<file path="src/rtl/inplace_matrix_transpose_core_defines.svh">
// Assertion macros shared by the transpose core RTL.
// Depends on a clk_i clock and an rst_ni active-low reset in the including scope.
`ifndef INPLACE_MATRIX_TRANSPOSE_CORE_DEFINES_SVH
`define INPLACE_MATRIX_TRANSPOSE_CORE_DEFINES_SVH

// Same-cycle implication, checked outside reset.
`define IMT_ASSERT_NOW(lbl, ante, cons, msg) \
  lbl: assert property (@(posedge clk_i) disable iff (!rst_ni) (ante) |-> (cons)) \
    else $error(msg);

// Next-cycle implication, checked outside reset.
`define IMT_ASSERT_NEXT(lbl, ante, cons, msg) \
  lbl: assert property (@(posedge clk_i) disable iff (!rst_ni) (ante) |=> (cons)) \
    else $error(msg);

`endif

</file>
<file path="src/rtl/imt_pkg.sv">
// Package for the in-place matrix transpose core: widths, codes and the
// controller/datapath command and status structs. No dependencies.
package imt_pkg;

  localparam int MAX_ELEMS_DEF  = 1024;
  localparam int ELEM_WIDTH_DEF = 64;

  localparam int ACT_W  = 2;
  localparam int IDX_W  = 10;
  localparam int VAL_W  = 64;
  localparam int ST_W   = 2;
  localparam int DIM_W  = 11;
  localparam int NUM_W  = 2 * DIM_W;
  localparam int APB_AW = 3;
  localparam int APB_DW = 32;

  typedef enum logic [ACT_W-1:0] {
    ACT_LOAD      = 2'd0,
    ACT_TRANSPOSE = 2'd1,
    ACT_READ      = 2'd2
  } act_e;

  typedef enum logic [ST_W-1:0] {
    ST_OK    = 2'd0,
    ST_SHAPE = 2'd1,
    ST_INDEX = 2'd2
  } status_e;

  // Register word indexes on the configuration port.
  localparam logic REG_ROWS = 1'b0;
  localparam logic REG_COLS = 1'b1;

  typedef struct packed {
    logic accept;
    logic pend_load;
    logic run_done;
    logic out_move;
    logic clear;
    logic scan_rd;
    logic take_carry;
    logic mod_go;
    logic fetch;
    logic swap;
    logic advance;
  } imt_cmd_t;

  typedef struct packed {
    logic run_req;
    logic clr_end;
    logic moved;
    logic start_end;
    logic dest_is_start;
    logic mod_busy;
  } imt_stat_t;

endpackage

</file>
<file path="src/rtl/imt_ctrl.sv">
// Controller of the transpose core: handshakes, result stage occupancy and
// the state machine that sequences a transpose run. Depends on imt_pkg.
module imt_ctrl (
  input  logic                clk_i,
  input  logic                rst_ni,
  input  logic                in_valid_i,
  output logic                in_ready_o,
  output logic                out_valid_o,
  input  logic                out_ready_i,
  input  imt_pkg::imt_stat_t  stat_i,
  output imt_pkg::imt_cmd_t   cmd_o
);
  import imt_pkg::*;

  localparam logic [2:0] S_IDLE  = 3'd0;
  localparam logic [2:0] S_CLEAR = 3'd1;
  localparam logic [2:0] S_SCAN  = 3'd2;
  localparam logic [2:0] S_CHECK = 3'd3;
  localparam logic [2:0] S_MUL   = 3'd4;
  localparam logic [2:0] S_MOD   = 3'd5;
  localparam logic [2:0] S_FETCH = 3'd6;
  localparam logic [2:0] S_SWAP  = 3'd7;

  logic [2:0] state_q, state_d;
  logic       pend_q, pend_d;
  logic       oval_q, oval_d;
  logic       out_free;
  logic       in_ready;
  logic       done_q, done_d;

  assign out_free = !oval_q || out_ready_i;
  assign in_ready = (state_q == S_IDLE) && !done_q && (!pend_q || out_free);

  always_comb begin
    state_d        = state_q;
    done_d         = 1'b0;
    cmd_o          = '0;
    cmd_o.out_move = pend_q && out_free;
    cmd_o.accept   = in_valid_i && in_ready;
    if (done_q) begin
      cmd_o.pend_load = 1'b1;
      cmd_o.run_done  = 1'b1;
    end
    unique case (state_q)
      S_IDLE: begin
        if (cmd_o.accept) begin
          if (stat_i.run_req) begin
            state_d = S_CLEAR;
          end else begin
            cmd_o.pend_load = 1'b1;
          end
        end
      end
      S_CLEAR: begin
        cmd_o.clear = 1'b1;
        if (stat_i.clr_end) begin
          state_d = S_SCAN;
        end
      end
      S_SCAN: begin
        cmd_o.scan_rd = 1'b1;
        state_d       = S_CHECK;
      end
      S_CHECK: begin
        if (stat_i.moved) begin
          cmd_o.advance = 1'b1;
          if (stat_i.start_end) begin
            state_d = S_IDLE;
            done_d  = 1'b1;
          end else begin
            state_d = S_SCAN;
          end
        end else begin
          cmd_o.take_carry = 1'b1;
          state_d          = S_MUL;
        end
      end
      S_MUL: begin
        cmd_o.mod_go = 1'b1;
        state_d      = S_MOD;
      end
      S_MOD: begin
        if (!stat_i.mod_busy) begin
          state_d = S_FETCH;
        end
      end
      S_FETCH: begin
        cmd_o.fetch = 1'b1;
        state_d     = S_SWAP;
      end
      S_SWAP: begin
        cmd_o.swap = 1'b1;
        if (stat_i.dest_is_start) begin
          cmd_o.advance = 1'b1;
          if (stat_i.start_end) begin
            state_d = S_IDLE;
            done_d  = 1'b1;
          end else begin
            state_d = S_SCAN;
          end
        end else begin
          state_d = S_MUL;
        end
      end
      default: state_d = S_IDLE;
    endcase
  end

  always_comb begin
    pend_d = pend_q;
    if (cmd_o.pend_load) begin
      pend_d = 1'b1;
    end else if (cmd_o.out_move) begin
      pend_d = 1'b0;
    end
    oval_d = oval_q;
    if (cmd_o.out_move) begin
      oval_d = 1'b1;
    end else if (out_ready_i) begin
      oval_d = 1'b0;
    end
  end

  always_ff @(posedge clk_i or negedge rst_ni) begin
    if (!rst_ni) begin
      state_q <= S_IDLE;
      pend_q  <= 1'b0;
      oval_q  <= 1'b0;
      done_q  <= 1'b0;
    end else begin
      state_q <= state_d;
      pend_q  <= pend_d;
      oval_q  <= oval_d;
      done_q  <= done_d;
    end
  end

  assign in_ready_o  = in_ready;
  assign out_valid_o = oval_q;

endmodule

</file>
<file path="config.mk">
export PLATFORM = sky130hd
export DESIGN_NAME = imt_ctrl
export DESIGN_NICKNAME = d
export VERILOG_FILES = /design/src/rtl/inplace_matrix_transpose_core_defines.svh /design/src/rtl/imt_pkg.sv /design/src/rtl/imt_ctrl.sv
export SDC_FILE = /design/constraint.sdc
export NUM_CORES = 1
export LEC_CHECK = 0
export BUFFER_PORTS_ARGS = -buffer_cell sky130_fd_sc_hd__buf_2
export CAP_MARGIN = 40
export CORE_AREA = 2 2 39 41
export CTS_BUF_LIST = sky130_fd_sc_hd__clkbuf_16
export CTS_CLUSTER_DIAMETER = 200
export DETAILED_ROUTE_END_ITERATION = 10
export DIE_AREA = 0 0 41 43
export PLACE_DENSITY = 0.62
export SYNTH_ARGS = -nofsm -noshare
export SYNTH_HDL_FRONTEND = slang
export SYNTH_SLANG_ARGS = --single-unit
</file>
<file path="constraint.sdc">
create_clock -name clk_i -period 1.9 [get_ports clk_i]
set_clock_uncertainty 0.05 [all_clocks]
set_input_delay 0.095 -clock clk_i [delete_from_list [all_inputs] [get_ports clk_i]]
set_output_delay 0.095 -clock clk_i [all_outputs]
set_load 0.005 [all_outputs]
</file>
; ---- After elaboration in Yosys (flattened, before gate mapping)
; Index checks and enable logic that the tools add are counted.
[word_totals]
output_inout_bits = 13
elab_cells = 58
regBits = 6
[op_classes]
muxes = 30
n_eq_ne = 11
reduce_logical = 13
[op_table]
columns = cell, count
row1 = $pmux W3 S8, 1
row2 = $mux W1, 19
row3 = $mux W3, 6
row4 = $eq A3 B3 Y1 const B, 4
row5 = $ne A2 B2 Y1 const B, 4
row6 = $eq A3 B2 Y1 const B, 2
row7 = $logic_and A1 B1 Y1, 4
row8 = $mux W2, 2
row9 = $pmux W1 S2, 2
row10 = $reduce_and A4 Y1, 1
row11 = $reduce_bool A2 Y1, 2
row12 = $eq A3 B1 Y1 const B, 1
row13 = $logic_not A1 Y1, 3
row14 = $logic_not A3 Y1, 1
row15 = $logic_or A1 B1 Y1, 2

; ---- Longest topological paths before layout
; Gate-level depths: netlist of the first run.
[logic_depth]
word_depth = 8
ltp_mapped = 4

; ---- Worst setup path before layout of the first run
; Ideal clock, no wire load.
[synth_path]
path_kind = register to output
startpoint = reg state_q[0]
endpoint = out cmd_o[9] (netlist bit)
stages_incl_launch_ff = 4
t_arrival_ps = 958
n_path_buf = 1
required_ps = 1755
slack_ps = 797
cell_sequence = dfrtp_1 > nor3_2 > a41o_1 > buf_4
[synth_rtl]
columns = item, line
row1 = from (decl), imt_ctrl.sv:24  ; logic [2:0] state_q, state_d;
row2 = from (signal assigned), imt_ctrl.sv:131  ; state_q <= state_d;
row3 = to (decl), imt_ctrl.sv:11  ; output imt_pkg::imt_cmd_t cmd_o

==> reports/metrics.csv, run 1 <==
stage,metric,value,unit
critical_path,CP top delay family,flip-flops,
critical_path,worst reg-to-reg path cell count,3,
routing,Routed wire per std cell,10.3,um
sta,relative slew slack,80.1,%
yosys,largest family of logic cells by synthesized area,simple AND/OR/NAND/NOR gates,
critical_path,CP bufs+invs,1,
yosys,"Avg Cell Area, Syn",8.81,um^2
final_layout,share of layout cells above drive strength 1,41.8,%
cts,clk sinks,6,
job,max_cap viols,0,
routing,# DRC,0,
final_layout,FF+latch area,150,um^2
cts,CTS tree,yes,
final_layout,n_diodes,0,
critical_path,Reg-to-Reg Start,state_q[0]$_DFFE_PN0P_,
placement,placed cell areas,493,um^2
critical_path,"slowest stage delay, CP",430,ps
critical_path,CP Class,reg -> out,
power,clock network power share,37.9,%
hold_path,Hold Path Sink,state_q[1]$_DFFE_PN0P_,
yosys,Netlist cell types,23,
final_layout,nets@finish,79,
floorplan,Initial Utilization,28.7,%
sta,final hold violations,0,
floorplan,die width,41,um
global_route,total gr overflow,0,
critical_path,Critical Path RT,1750,ps
power,Sequential Power Share,28.3,%
yosys,area share of xor/xnor cells in the synthesized design,0,%
cts,htree depth,1,
yosys,"Async S/R FF share, synth",100,%
final_layout,"commonest non-fill, non-tap cell in the layout",buf_2,
sta,setup TNS,0,ps
routing,TritonRoute pass-1 iters,2,
final_layout,Finished Layout Cells,83,
sta,hold slack,44.5,ps
routing,via-per-instance ratio,4.65,
final_layout,most used cells in the layout excluding fill and tap cells,"buf_2 (22), nor2_1 (6), dfrtp_1 (6)",
power,Power Internal,613,uW
sta,Final setup viols,0,
cts,"CTS clk-pin slew, worst paths",30,ps
placement,hpwl dp,657,um
placement,I/O Buffers,22,
yosys,number of flops mapped to enable cells by yosys,0,
yosys,Post-Syn Area,397,um^2
global_route,largest net degree at the start of global routing,10,
sta,fmax,697,MHz
floorplan,Rows,14,
final_layout,Filler cells,145,
routing,via count,386,
sta,max-slew violation count,0,
final_layout,final instance area,578,um^2
cts,"Setup Fix Bufs, Post-CTS",0,
yosys,post-synthesis register bit count,6,
critical_path,worst reg2reg endpoint,state_q[0]$_DFFE_PN0P_,
power,PD cells,1550,mW/mm^2
yosys,YS warnings,0,
yosys,fraction of the mapped netlist area in simple logic gates,33.8,%
yosys,post-synthesis mux area share,2.52,%
yosys,ys flop type,dfrtp_1,
floorplan,I/O pin count,23,
floorplan,die height,43,um
hold_path,worst hold path depth,2,
critical_path,Reg2Reg Setup Slack,700,ps
global_route,vias in the first global route,319,
hold_path,HP Start,stat_i[2],
critical_path,crit-path max FO,7,
cts,worst skew pair latency,230,ps
final_layout,Layout area overhead,45.7,%
yosys,Syn Nets,55,
power,Sw Share,31.7,%
yosys,Synth Area in Compound Gates,14.5,%
power,Leak,0.000331,uW
run_status,outcome,"complete, no violations",
cts,Max clock buf depth,2,
placement,GPL Wtd Cong,0.772,
floorplan,Die ar.,0.00176,mm^2
power,Comb power frac,33.8,%
critical_path,endpoint type of the worst setup path,output pin,
yosys,Syn Inst Count,45,
placement,post-placement cell count,79,
critical_path,crit path cell chain,"nor3_2, a41o_1, buf_2",
final_layout,multi-input combinational cell area,201,um^2
critical_path,critical path arrival,1290,ps
global_route,All-Layer GR Usage,12.5,%
cts,clock root cell,clkbuf_16,
floorplan,total core area,0.00138,mm^2
routing,ANT nets after route,0,
power,Peak VDD IR,0.589,mV
yosys,post-synthesis sequential area ratio,37.9,%
sta,"Min Clock Period, post-route",1430,ps
sta,Tcrit/Tclk final,75.5,%
sta,worst slew pin tran,299,ps
cts,CTS Buf Count,3,
routing,Initial DRC Count,7,
critical_path,slowest CP cell,dfrtp_1,
global_route,initial antenna violation count,0,
sta,RSZ-0062 raised after global routing,false,
routing,DRT Wirelength,856,um
yosys,Post-Synth Adder-Cell Area,0,%
hold_path,min-delay worst type,in -> reg,
power,switching pwr,284,uW
critical_path,startpoint types,register,
global_route,global-route wire length before repair,1350,um
[state kept, by name, summed over array words and instances, names as in the netlist]
name	cells
out_valid_o	1
done_q	1
pend_q	1
state_q	3
[kinds of logic (layout without fill, tap and decap cells)]
kind of cell    after synthesis  count (layout)
compound gates                7               7
flops                         6               6
mux                           1               1
buf+inv                       7              29
simple gates                 24              24
[synth_stat cells, drive strengths merged, types with 2 or more instances]
cell    n  area, um^2
and2    3        20.0
and3    3        20.0
buf     4        33.8
dfrtp   6         150
inv     3        11.3
nand2   3        11.3
nand2b  3        18.8
nor2    6        22.5
nor2b   2        12.5
nor3    3        20.0
[metrics by stage]
step	power [uW]	util, %	worst slack, ps
2_1_floorplan	475	-	797
3_3_place_gp	560	35.6	679
3_5_place_dp	561	35.6	691
4_1_cts	911	41.8	448
5_1_grt	965	41.8	396
6_report	898	41.8	465
[worst reg2reg max path, cell delays in order (launching register included)]
cell	delay [ps]
dfrtp_1	430
nor3_2	320
o31ai_1	110
and3_1	170
[worst max-delay path by stage]
stage | start | to | slack, ps | cells after the start
global placement | state_q[0]$_DFFE_PN0P_ | state_q[0]$_DFFE_PN0P_ | 680 | 3
global route | state_q[0]$_DFFE_PN0P_ | cmd_o[9] | 400 | 3
floorplan | state_q[0]$_DFFE_PN0P_ | cmd_o[9] | 800 | 3
detailed placement | state_q[0]$_DFFE_PN0P_ | state_q[0]$_DFFE_PN0P_ | 690 | 3
finish | state_q[0]$_DFFE_PN0P_ | cmd_o[9] | 470 | 3
CTS | state_q[0]$_DFFE_PN0P_ | cmd_o[9] | 450 | 3
[power groups by stage]
stage | registers, uW | clock network [uW] | logic [uW]
detailed placement | 255 | 0 | 305
CTS | 254 | 348 | 308
floorplan | 223 | 0 | 252
global route | 268 | 354 | 342
global placement | 256 | 0 | 304
finish | 254 | 340 | 304
[cell type report]
class / instances / area share, %
multi-input cells: 32 / 34.8
flip-flops and latches: 6 / 26.0
repair buffers: 23 / 20.8
clock buffers: 3 / 13.0
well taps: 16 / 3.46
inverters: 3 / 1.95
[routing by layer]
metal  up-vias  track usage, %  share of wire [%]
met3         4            7.85                6.7
met4         0            10.0                3.7
met1       170            15.6                 45
li1        200               -                  -
met5         -               0                  0
met2        12            14.4                 44
[repair_timing]
item                                   CTS  global route
setup endpoints to repair                0             0
gates resized for setup                  0             0
hold buffers                             1             0
endpoints found under the hold margin    6             0
Power figures use the tool's default switching activity.
==> inputs of run 2 (changes only) <==
clock period = 1.5 ns   (was 1.9 ns; I/O delays follow)
==> run 2 against run 1 <==
  * Die area unchanged
  * Critical endpoint unchanged
  * First-iteration DRC count shrank 71%
  * Sequential power is 26% higher
  * Largest cell class unchanged
==> reports/metrics.csv, run 2 (synthesis results as in run 1) <==
stage,metric,value,unit,change
global_route,largest net degree at the start of global routing,10,,unchanged
routing,# DRC,0,,unchanged
sta,Final setup viols,0,,unchanged
critical_path,CP top delay family,flip-flops,,
sta,final hold violations,0,,unchanged
critical_path,startpoint types,register,,
final_layout,most used cells in the layout excluding fill and tap cells,"buf_2 (22), nor2_1 (6), dfrtp_1 (6)",,
final_layout,number of flip-flops in the largest register,3,,unchanged
critical_path,CP bufs+invs,1,,unchanged
sta,fmax,711,MHz,
final_layout,"commonest non-fill, non-tap cell in the layout",buf_2,,
global_route,GRT met2 Usage,16.3,%,+1.9 points
placement,hpwl dp,685,um,+4.2%
sta,setup TNS,0,ps,unchanged
final_layout,share of layout cells above drive strength 1,41.8,%,unchanged
sta,RSZ-0062 raised after global routing,false,,
final_layout,Finished Layout Cells,83,,unchanged
critical_path,CP Class,reg -> out,,
global_route,M1 GR Usage,15.8,%,+0.23 points
floorplan,Die ar.,0.00176,mm^2,unchanged
cts,Max clock buf depth,2,,unchanged
job,max_cap viols,0,,unchanged
placement,post-placement cell count,79,,unchanged
critical_path,critical path arrival,1280,ps,about the same
cts,"CTS clk-pin slew, worst paths",30,ps,about the same
cts,worst skew pair latency,220,ps,about the same
power,Comb power frac,34.4,%,+0.6 points
critical_path,crit-path max FO,7,,unchanged
routing,via count,388,,+0.52%
final_layout,nets@finish,79,,unchanged
power,Sequential Power Share,28.3,%,about the same
cts,CTS tree,yes,,
floorplan,Initial Utilization,28.7,%,unchanged
power,switching pwr,356,uW,+25%
cts,clock root cell,clkbuf_16,,
routing,via-per-instance ratio,4.67,,+0.52%
final_layout,n_diodes,0,,unchanged
power,Peak VDD IR,0.854,mV,+45%
routing,DRT Wirelength,846,um,-1.2%
critical_path,endpoint type of the worst setup path,output pin,,
final_layout,Filler cells,137,,-5.5%
power,Leak,0.000331,uW,unchanged
sta,max-slew violation count,0,,unchanged
final_layout,multi-input combinational cell area,201,um^2,unchanged
floorplan,total core area,0.00138,mm^2,unchanged
final_layout,"Core Util, Final",41.8,%,unchanged
routing,TritonRoute pass-1 iters,4,,+2
final_layout,FF+latch area,150,um^2,unchanged
placement,GPL Wtd Cong,0.865,,+12%
routing,ANT nets after route,0,,unchanged
cts,clk sinks,6,,unchanged
routing,Initial DRC Count,2,,-5
placement,I/O Buffers,22,,unchanged
routing,Routed wire per std cell,10.2,um,-1.2%
floorplan,die height,43,um,unchanged
power,clock network power share,37.3,%,-0.6 points
floorplan,Rows,14,,unchanged
final_layout,Layout area overhead,45.7,%,unchanged
critical_path,slowest CP cell,dfrtp_1,,
floorplan,die width,41,um,unchanged
run_status,outcome,"complete, no violations",,
power,Sw Share,31.4,%,-0.24 points
global_route,initial antenna violation count,0,,unchanged
global_route,global-route wire length before repair,1430,um,+5.6%
final_layout,Reg with most FFs,state_q,,
sta,worst slew pin tran,278,ps,-20.7 ps
power,PD cells,1960,mW/mm^2,+26%
global_route,met3 GRT Util,6.28,%,-1.6 points
global_route,vias in the first global route,357,,+12%
hold_path,min-delay worst type,in -> reg,,
critical_path,crit path cell chain,"nor3_2, a41o_1, buf_2",,
critical_path,Critical Path RT,1370,ps,-380 ps
sta,relative slew slack,81.3,%,+1.3 points
cts,htree depth,1,,unchanged
global_route,All-Layer GR Usage,12.2,%,-0.23 points
power,Power Internal,777,uW,+27%
global_route,total gr overflow,0,,unchanged
global_route,"Most Used Layer, Global Route",met2,,
sta,"Min Clock Period, post-route",1410,ps,
critical_path,"slowest stage delay, CP",430,ps,about the same
sta,Tcrit/Tclk final,93.7,%,
floorplan,I/O pin count,23,,unchanged
cts,CTS Buf Count,3,,unchanged
-- run 2: area by class of cell --
cell class,count,area share [%]
timing repair buffer,23,20.8
multi-input combinational,32,34.8
sequential,6,26.0
tap,16,3.46
clock buffer,3,13.0
inverter,3,1.95
-- run 2: power by group through the flow --
stage	Sequential, uW	Combinational, uW	Clock (uW)
after detailed placement	323	388	0
after global routing	334	446	440
after global placement	318	391	0
after CTS	321	393	430
final	321	389	423
after floorplan	282	319	0
-- run 2: what timing repair did --
action	in CTS	in global routing
setup buffers	0	0
endpoints found under the hold margin	6	0
hold buffers	1	0
setup endpoints to repair	0	0
gates resized for setup	0	0
-- run 2: per-layer routing --
layer  vias to the layer above  part of all wire (%)
li1                        198                     -
met3                         0                   7.1
met2                        12                    48
met1                       178                    45
met5                         -                     0
met4                         0                     0
-- run 2: final timing paths --
kind | cells after the start | slack (ps) | end | from
worst max-delay path | 3 | 90 | cmd_o[9] | state_q[0]$_DFFE_PN0P_
worst min-delay path | 2 | 30 | done_q$_DFF_PN0_ | stat_i[2]
worst max register to register | 3 | 300 | state_q[0]$_DFFE_PN0P_ | state_q[0]$_DFFE_PN0P_
worst min register to register | 1 | 430 | out_valid_o$_DFFE_PN0P_ | pend_q$_DFFE_PN0P_
max in group asynchronous | 2 | 1100 | pend_q$_DFFE_PN0P_ | rst_ni
min in group asynchronous | 2 | 160 | state_q[2]$_DFFE_PN0P_ | rst_ni
-- run 2: per-stage QoR --
stage / area (um^2) / hold slack [ps] / power [uW] / setup WS [ps]
2_1_floorplan: 397 / -271 / 601 / 408
6_report: 578 / 31.5 / 1130 / 94.0
4_1_cts: 578 / 31.5 / 1140 / 90.6
3_5_place_dp: 493 / -146 / 710 / 308
3_3_place_gp: 493 / -142 / 709 / 292
5_1_grt: 578 / 42.4 / 1220 / 0.0241
==> inputs of run 3 (changes only) <==
RECOVER_POWER = 25   (was unset)
==> run 3 against run 2 <==
  * Combinational power hardly changed
  * Global-route usage stayed put
  * Sequential cell count stayed put
  * Clock power hardly changed
  * Critical path depth stayed put
  * Total power hardly changed
  * Setup slack hardly changed
  * Via count is 0.52% higher
  * Cell count stayed put
  * Count of clock-buffer cells in the layout stayed put
  * Non-clock buffer count stayed put
  * First-iteration DRC count stayed put
  * Critical path type unchanged
  * Largest power group unchanged
  * Highest routed layer unchanged
==> reports/metrics.csv, run 3 (synthesis results as in run 1) <==
stage,metric,value,unit,change
sta,hold slack,31.5,ps,+0.0232 ps
hold_path,worst hold path depth,2,,unchanged
critical_path,Reg2Reg Setup Slack,300,ps,about the same
critical_path,startpoint types,register,,
floorplan,I/O pin count,23,,unchanged
final_layout,Filler cells,138,,+0.73%
cts,worst skew pair latency,220,ps,about the same
power,Sequential Power Share,28.3,%,about the same
final_layout,number of flip-flops in the largest register,3,,unchanged
final_layout,Finished Layout Cells,83,,unchanged
sta,RSZ-0062 raised after global routing,false,,
floorplan,Rows,14,,unchanged
critical_path,crit path cell chain,"nor3_2, a41o_1, buf_2",,
critical_path,slowest CP cell,dfrtp_1,,
sta,Tcrit/Tclk final,93.7,%,about the same
power,switching pwr,356,uW,+0.13%
critical_path,worst reg-to-reg path cell count,3,,unchanged
critical_path,"slowest stage delay, CP",430,ps,about the same
sta,relative slew slack,78.3,%,-3.1 points
placement,hpwl dp,685,um,unchanged
critical_path,critical path arrival,1280,ps,about the same
sta,fmax,711,MHz,about the same
floorplan,die width,41,um,unchanged
run_status,outcome,"complete, no violations",,
routing,ANT nets after route,0,,unchanged
routing,DRT Wirelength,847,um,+0.12%
final_layout,"commonest non-fill, non-tap cell in the layout",buf_2,,
global_route,global-route wire length before repair,1430,um,unchanged
final_layout,Layout area overhead,45.4,%,
power,Peak VDD IR,0.854,mV,about the same
critical_path,Reg-to-Reg Start,state_q[0]$_DFFE_PN0P_,,
critical_path,Critical Path RT,1370,ps,about the same
final_layout,most used cells in the layout excluding fill and tap cells,"buf_2 (21), nor2_1 (6), dfrtp_1 (6)",,
routing,via count,390,,+0.52%
placement,placed cell areas,493,um^2,unchanged
power,clock network power share,37.4,%,about the same
power,Comb power frac,34.3,%,about the same
critical_path,CP Class,reg -> out,,
sta,setup TNS,0,ps,unchanged
final_layout,n_diodes,0,,unchanged
sta,Final setup viols,0,,unchanged
global_route,largest net degree at the start of global routing,10,,unchanged
cts,Post-CTS Resized,0,,unchanged
global_route,vias in the first global route,357,,unchanged
placement,post-placement cell count,79,,unchanged
floorplan,total core area,0.00138,mm^2,unchanged
routing,TritonRoute pass-1 iters,4,,unchanged
hold_path,Hold Path Sink,done_q$_DFF_PN0_,,
cts,htree depth,1,,unchanged
power,Leak,0.000328,uW,-0.83%
final_layout,share of layout cells above drive strength 1,40.3,%,-1.5 points
cts,Max clock buf depth,2,,unchanged
final_layout,nets@finish,79,,unchanged
cts,clk sinks,6,,unchanged
cts,CTS tree,yes,,
floorplan,Die ar.,0.00176,mm^2,unchanged
global_route,total gr overflow,0,,unchanged
cts,clock root cell,clkbuf_16,,
sta,worst slew pin tran,326,ps,+47.3 ps
cts,CTS Buf Count,3,,unchanged
power,PD cells,1960,mW/mm^2,+0.23%
routing,Initial DRC Count,2,,unchanged
sta,"Min Clock Period, post-route",1410,ps,-0.229 ps
critical_path,crit-path max FO,7,,unchanged
routing,via-per-instance ratio,4.70,,+0.52%
routing,Routed wire per std cell,10.2,um,+0.12%
sta,final hold violations,0,,unchanged
power,Power Internal,776,uW,about the same
job,max_cap viols,0,,unchanged
power,Sw Share,31.5,%,+0.038 points
placement,I/O Buffers,22,,unchanged
floorplan,die height,43,um,unchanged
cts,"CTS clk-pin slew, worst paths",30,ps,about the same
hold_path,HP Start,stat_i[2],,
sta,max-slew violation count,0,,unchanged
floorplan,Initial Utilization,28.7,%,unchanged
power,Power Total,1130,uW,about the same
final_layout,final instance area,577,um^2,-0.22%
critical_path,endpoint type of the worst setup path,output pin,,
global_route,initial antenna violation count,0,,unchanged
placement,GPL Wtd Cong,0.865,,unchanged
critical_path,worst reg2reg endpoint,state_q[0]$_DFFE_PN0P_,,
global_route,All-Layer GR Usage,12.2,%,unchanged
hold_path,min-delay worst type,in -> reg,,
final_layout,Reg with most FFs,state_q,,
routing,# DRC,0,,unchanged
-- run 3: changes by cell type in the layout (fill, tap and decap cells not counted), sizes merged --
| cell | before | now |
|---|---|---|
| clkbuf | 3 | 4 |
| buf | 22 | 21 |
-- run 3: final cells by class --
type	instances	area (um^2)	area share, %
clock buffer	3	75.1	13.0
multi-input combinational	32	201	34.9
timing repair buffer	23	119	20.6
tap	16	20.0	3.47
inverter	3	11.3	1.95
sequential	6	150	26.0
-- run 3: stage by stage --
stage	setup WS, ps	utilization, %
after global placement	292	35.6
final	94.2	41.7
after floorplan	408	-
after CTS	90.6	41.8
after detailed placement	308	35.6
after global routing	0.0241	41.7
-- run 3: power groups by stage --
stage                     Combinational [uW]  Sequential [uW]  Clock, uW
after floorplan                          319              282          0
after global placement                   391              318          0
after detailed placement                 388              323          0
after CTS                                393              321        430
after global routing                     446              334        440
final                                    388              320        424
-- run 3: timing repair --
item | 4_1_cts | 5_1_grt
endpoints found under the hold margin | 6 | 0
hold buffers | 1 | 0
buffers inserted | 0 | 0
-- run 3: critical path: cells and delay by family, from the launching register on --
| family | cells | cell delay (ps) |
|---|---|---|
| buffers and inverters | 1 | 100 |
| AND/OR/NAND/NOR | 1 | 320 |
| flip-flops | 1 | 430 |
| AO/OA/AOI/OAI | 1 | 200 |
-- run 3: worst max-delay path by stage --
stage,from,slack (ps),endpoint,depth (start not counted)
after floorplan,state_q[0]$_DFFE_PN0P_,410,state_q[0]$_DFFE_PN0P_,3
after global placement,state_q[0]$_DFFE_PN0P_,290,state_q[0]$_DFFE_PN0P_,3
after detailed placement,state_q[0]$_DFFE_PN0P_,310,state_q[0]$_DFFE_PN0P_,3
after CTS,state_q[0]$_DFFE_PN0P_,90,cmd_o[9],3
after global routing,state_q[0]$_DFFE_PN0P_,0.02,cmd_o[9],3
final,state_q[0]$_DFFE_PN0P_,90,cmd_o[9],3
-- run 3: metal layers --
metal	part of all wire, %	vias up	GRT usage, %
met1	44	176	15.8
met2	48	16	16.3
met5	0	-	0
met4	0	0	6.00
li1	-	198	-
met3	7.7	0	6.28
